`src/rtl/raster_bilinear_sampler_assert.svh`:
```
// Assertion macros shared by the raster bilinear sampler RTL.
`ifndef RASTER_BILINEAR_SAMPLER_ASSERT_SVH
`define RASTER_BILINEAR_SAMPLER_ASSERT_SVH

// same-cycle implication
`define RBS_ASSERT_IMP(lbl, clk, rst_n, ante, cons) \
    lbl: assert property (@(posedge clk) disable iff (!(rst_n)) (ante) |-> (cons)) \
        else $error("assertion failed");

// next-cycle implication
`define RBS_ASSERT_NEXT(lbl, clk, rst_n, ante, cons) \
    lbl: assert property (@(posedge clk) disable iff (!(rst_n)) (ante) |=> (cons)) \
        else $error("assertion failed");

`endif

```
`src/rtl/rbs_pkg.sv`:
```
// Package: constants and types of the raster bilinear sampler.
package rbs_pkg;

    localparam int MAX_ROWS    = 256;
    localparam int MAX_COLS    = 256;
    localparam int SAMPLE_BITS = 16;
    localparam int FRAC_BITS   = 8;
    localparam int OUT_BITS    = 24;
    localparam int POS_BITS    = 20;
    localparam int CFG_BITS    = 9;
    localparam int CFG_IDX_BITS = 1;

    localparam int ROW_BITS    = $clog2(MAX_ROWS);
    localparam int COL_BITS    = $clog2(MAX_COLS);
    localparam int BANK_AW     = (ROW_BITS - 1) + (COL_BITS - 1);
    localparam int BANK_DEPTH  = (MAX_ROWS * MAX_COLS) / 4;
    localparam int CELL_BITS   = SAMPLE_BITS + 1;
    // signed cell index after the floor of a position
    localparam int IDX_BITS    = POS_BITS + 1 - FRAC_BITS;
    localparam int H_BITS      = SAMPLE_BITS + FRAC_BITS + 2;
    localparam int ACC_BITS    = H_BITS + FRAC_BITS + 2;
    localparam int RES_BITS    = ACC_BITS - FRAC_BITS;

    localparam logic [CFG_BITS-1:0] MAP_RESET = CFG_BITS'(256);

    localparam logic REQ_LOAD  = 1'b0;
    localparam logic REQ_QUERY = 1'b1;

    localparam logic [CFG_IDX_BITS-1:0] CFG_MAP_ROWS = CFG_IDX_BITS'(0);
    localparam logic [CFG_IDX_BITS-1:0] CFG_MAP_COLS = CFG_IDX_BITS'(1);

    typedef struct packed {
        logic                          is_null;
        logic signed [SAMPLE_BITS-1:0] value;
    } t_cell;

    // indexed by {row parity, column parity}
    typedef t_cell [3:0] t_quad;

    typedef struct packed {
        logic                 valid;
        logic                 in_range;
        logic                 r_par;
        logic                 c_par;
        logic [FRAC_BITS-1:0] fr;
        logic [FRAC_BITS-1:0] fc;
    } t_meta;

endpackage

```
`src/rtl/rbs_blend.sv`:
```
// Two-stage bilinear blend: column blend, then row blend with floor and clamp.
module rbs_blend (
    input  logic                                  i_clk,
    input  logic                                  i_rst_n,
    input  rbs_pkg::t_meta                        i_meta,
    input  rbs_pkg::t_quad                        i_quad,
    output logic                                  o_valid,
    output logic signed [rbs_pkg::OUT_BITS-1:0]   o_interp_value,
    output logic                                  o_result_is_null
);
    import rbs_pkg::*;

    localparam logic [FRAC_BITS:0] ONE = (FRAC_BITS + 1)'(1 << FRAC_BITS);
    localparam logic signed [RES_BITS-1:0] OMAX = RES_BITS'((1 << (OUT_BITS - 1)) - 1);
    localparam logic signed [RES_BITS-1:0] OMIN = -OMAX - RES_BITS'(1);

    t_cell                    nbr [4];
    logic                     any_null;
    logic [FRAC_BITS:0]       wc0, wc1, wr0, wr1;
    logic signed [H_BITS-1:0] h0, h1;
    logic signed [ACC_BITS-1:0] acc;
    logic signed [RES_BITS-1:0] res;

    logic                     r_b_valid, r_b_null;
    logic [FRAC_BITS-1:0]     r_b_fr;
    logic signed [H_BITS-1:0] r_h0, r_h1;

    always_comb begin
        for (int i = 0; i < 4; i++) begin
            nbr[i] = i_quad[{i_meta.r_par ^ 1'((i >> 1) & 1), i_meta.c_par ^ 1'(i & 1)}];
        end
        any_null = nbr[0].is_null | nbr[1].is_null | nbr[2].is_null | nbr[3].is_null;
        wc1 = {1'b0, i_meta.fc};
        wc0 = ONE - wc1;
        h0  = H_BITS'(nbr[0].value) * H_BITS'($signed({1'b0, wc0}))
            + H_BITS'(nbr[1].value) * H_BITS'($signed({1'b0, wc1}));
        h1  = H_BITS'(nbr[2].value) * H_BITS'($signed({1'b0, wc0}))
            + H_BITS'(nbr[3].value) * H_BITS'($signed({1'b0, wc1}));
    end

    always_ff @(posedge i_clk) begin
        if (!i_rst_n) begin
            r_b_valid <= 1'b0;
        end else begin
            r_b_valid <= i_meta.valid;
        end
        r_b_null <= !i_meta.in_range || any_null;
        r_b_fr   <= i_meta.fr;
        r_h0     <= h0;
        r_h1     <= h1;
    end

    always_comb begin
        wr1 = {1'b0, r_b_fr};
        wr0 = ONE - wr1;
        acc = ACC_BITS'(r_h0) * ACC_BITS'($signed({1'b0, wr0}))
            + ACC_BITS'(r_h1) * ACC_BITS'($signed({1'b0, wr1}));
        res = acc[ACC_BITS-1:FRAC_BITS];
    end

    always_ff @(posedge i_clk) begin
        if (!i_rst_n) begin
            o_valid <= 1'b0;
        end else begin
            o_valid <= r_b_valid;
        end
        o_result_is_null <= r_b_null;
        if (r_b_null) begin
            o_interp_value <= '0;
        end else if (res > OMAX) begin
            o_interp_value <= OMAX[OUT_BITS-1:0];
        end else if (res < OMIN) begin
            o_interp_value <= OMIN[OUT_BITS-1:0];
        end else begin
            o_interp_value <= res[OUT_BITS-1:0];
        end
    end
endmodule

```
`config.mk`:
```
export PLATFORM = sky130hd
export DESIGN_NAME = rbs_blend
export DESIGN_NICKNAME = d
export VERILOG_FILES = /design/src/rtl/raster_bilinear_sampler_assert.svh /design/src/rtl/rbs_pkg.sv /design/src/rtl/rbs_blend.sv
export SDC_FILE = /design/constraint.sdc
export NUM_CORES = 2
export LEC_CHECK = 0
export ABC_AREA = 1
export BUFFER_PORTS_ARGS = -buffer_cell sky130_fd_sc_hd__buf_4
export CAP_MARGIN = 15
export CORE_ASPECT_RATIO = 1.2
export CORE_MARGIN = 8
export CORE_UTILIZATION = 25
export DETAILED_ROUTE_END_ITERATION = 7
export GPL_ROUTABILITY_DRIVEN = 0
export PLACE_DENSITY = 0.47
export SYNTH_ARGS = -nofsm -noshare
export SYNTH_HDL_FRONTEND = slang
export SYNTH_SLANG_ARGS = --single-unit
export TNS_END_PERCENT = 1
```
`constraint.sdc`:
```
create_clock -name i_clk -period 9.6 [get_ports i_clk]
set_input_delay 0.48 -clock i_clk [delete_from_list [all_inputs] [get_ports i_clk]]
set_output_delay 0.48 -clock i_clk [all_outputs]
set_load 0.02 [all_outputs]
```
==> metrics <==
outcome=complete, no violations; Post-synth EDFFs=0; Gate Count Post-Synth=4909; Slew headroom=16.6%; Die ar.=171000 µm²; CTS Buffer Depth=2; Via density=4.21; final hold viol count=0; final setup fails=0; setup bufs post-CTS=0; worst reg2reg path depth=28; CTS tree=built; FMAX=120 MHz; Max Cap Viol=0; All-Layer GR Usage=14.1%; wirelength, routed=119000 µm; Final ANT Viol Nets=0; crit-path max cell delay=790 ps; critical path launch point type=flop; WHS Endpoint=r_b_fr[7]; H-tree Lvls=3; endpoint type of the worst setup path=flop; Tmin final=8300 ps; Final Max Slew Viols=0; CTS Hold Buffers Added=0; r2r startpoint=r_b_fr[2]; # resized after CTS=0; Std-Cell Rows=160; nets@finish=6298; Least-Margin Pin Slew=1240 ps; CP Class=flop to flop; number of synthesized register bits=88; root buf cell=clkbuf_16; Reg clk slew, reported paths=80 ps; largest net degree at the start of global routing=70; unique cell type count in the Yosys netlist=51; TritonCTS Sinks=88; CP Data Required Time=9860 ps; synth warn=0; Hold WC Path Type=primary input to flop; critical path arrival=8560 ps; initial antenna violation count=2; wire per inst=16.8 µm; core area=158000 µm²; share of cells above drive strength 1=5.56%; io pins=116; Core Util, Final=27.4%; Post-DP HPWL=104000 µm; ys async rst share=0%; CP Max Fanout=23; vias after detailed routing=29701; # fillers=17412; Avg Inst Size Synth=8.06 µm²; synthesized netlist net count=6266; Mapped Area=39600 µm²; unrepaired setup endpoints after global routing=no; initial core utilization=25.1%; fin crit share=86.5%; vias in the first global route=32514; number of buffers created by CTS=9; Remaining Overflow, GRT=0; area grow syn2layout=9.12%; top_reg_cell synth=dfxtp_1; Hold Path Depth=1; drt pass-1 iters=5; CP max stage cell=dfxtp_1; number of port buffers=115; RR Endpoint=o_interp_value[22]; DR iter-0 viols=1369; clk_skew=15.0 ps; cell repeated most along the worst path=fa_1; worst reg-to-reg setup slack=1300 ps; n_diodes=0; clk_lat worst skew=410 ps; Hold Path Origin=i_meta[15]; sequential area share after synthesis=4.45%; first-pass GRT wire length=188000 µm; Die H=452 µm; DRC errors left=0; DIE WIDTH=379 µm; setup_tns=0 ps
## cell usage in the layout, fill, tap and decap left out, types with 15 or more instances in the layout
cell,instances
nand2_2,31
xor2_1,55
nand3_1,36
a21oi_1,98
o21ai_1,23
nor3_1,15
fa_1,953
ha_1,314
xnor2_1,44
dfxtp_1,85
nand2_1,873
inv_1,1467
o21ai_0,116
nor2_1,531
a21oi_2,20
buf_4,169
## kinds of logic (layout without fill, tap and decap cells)
logic type / after synthesis / after routing / synth area share, %
AND/OR/NAND/NOR: 1526 / 1526 / 15.2
flip-flops: 88 / 88 / 4.45
multiplexers: 2 / 2 / 0.0506
adder cells (fa/ha/maj): 1267 / 1267 / 58.2
AO/OA/AOI/OAI: 294 / 294 / 4.14
XOR/XNOR: 102 / 102 / 2.28
buffers and inverters: 1630 / 1667 / 15.7
## sequential cells by signal, indices dropped and copies added, names as in the netlist
register,flops
r_h1,26
o_result_is_null,1
r_h0,26
r_b_valid,1
r_b_null,1
o_valid,1
r_b_fr,8
o_interp_value,24
## cell usage after synthesis, drive strengths merged (12+ instances only)
master	number	area (µm²)
fa	953	19100
nand2	907	3500
nor3	18	105
a21oi	118	666
or2	12	75.1
dfxtp	88	1760
clkbuf	122	480
nand3	39	210
o21ai	139	696
inv	1474	5530
nor2	532	2000
buf	29	178
xor2	57	507
ha	314	3930
xnor2	45	394
## worst max-delay path by stage
stage                         start            endpoint  cells after the start
after CTS                 r_b_fr[2]  o_interp_value[22]                     28
after floorplan           r_b_fr[1]  o_interp_value[10]                     32
final                     r_b_fr[2]  o_interp_value[22]                     28
after global placement    r_b_fr[1]   o_interp_value[0]                     29
after global routing      r_b_fr[2]  o_interp_value[22]                     28
after detailed placement  r_b_fr[1]  o_interp_value[22]                     29
## critical path: cells and delay by family, from the launching register on
kind                     cells  cell delay [ps]
adder cells (fa/ha/maj)      7             3480
AND/OR/NAND/NOR             12             2190
buffers and inverters        5              940
flip-flops                   1              790
AO/OA/AOI/OAI                4              730
## per-stage QoR
stage                     cells  instance area (µm²)  hold slack (ps)  setup WS, ps
after global routing       7052                43200              149           712
after global placement     7032                42800              388          1380
final                      7052                43200              169          1300
after CTS                  7051                43200              124          1240
after detailed placement   7035                42900              403          1250
after floorplan            4909                39600              386          2710
## routing by layer
| layer | track usage [%] | wire length (µm) | vias up |
|---|---|---|---|
| li1 | - | - | 13911 |
| met4 | 3.29 | 2840 | 0 |
| met2 | 25.4 | 59400 | 620 |
| met5 | 0 | 0 | - |
| met3 | 1.49 | 4600 | 114 |
| met1 | 18.1 | 51800 | 15056 |
## cell type report
class                           instances  area (µm²)  area share, %
Multi-Input combinational cell       3191       31600           73.2
Inverter                             1479        5550           12.9
Tap cell                             2106        2640           6.10
Sequential cell                        88        1770           4.09
Timing Repair Buffer                  172        1300           3.01
Clock buffer                            9         225          0.522
Clock inverter                          7        73.8          0.171
Power is not shown: default switching activity piles up to over one toggle a cycle in this logic, so the estimate is an artifact.
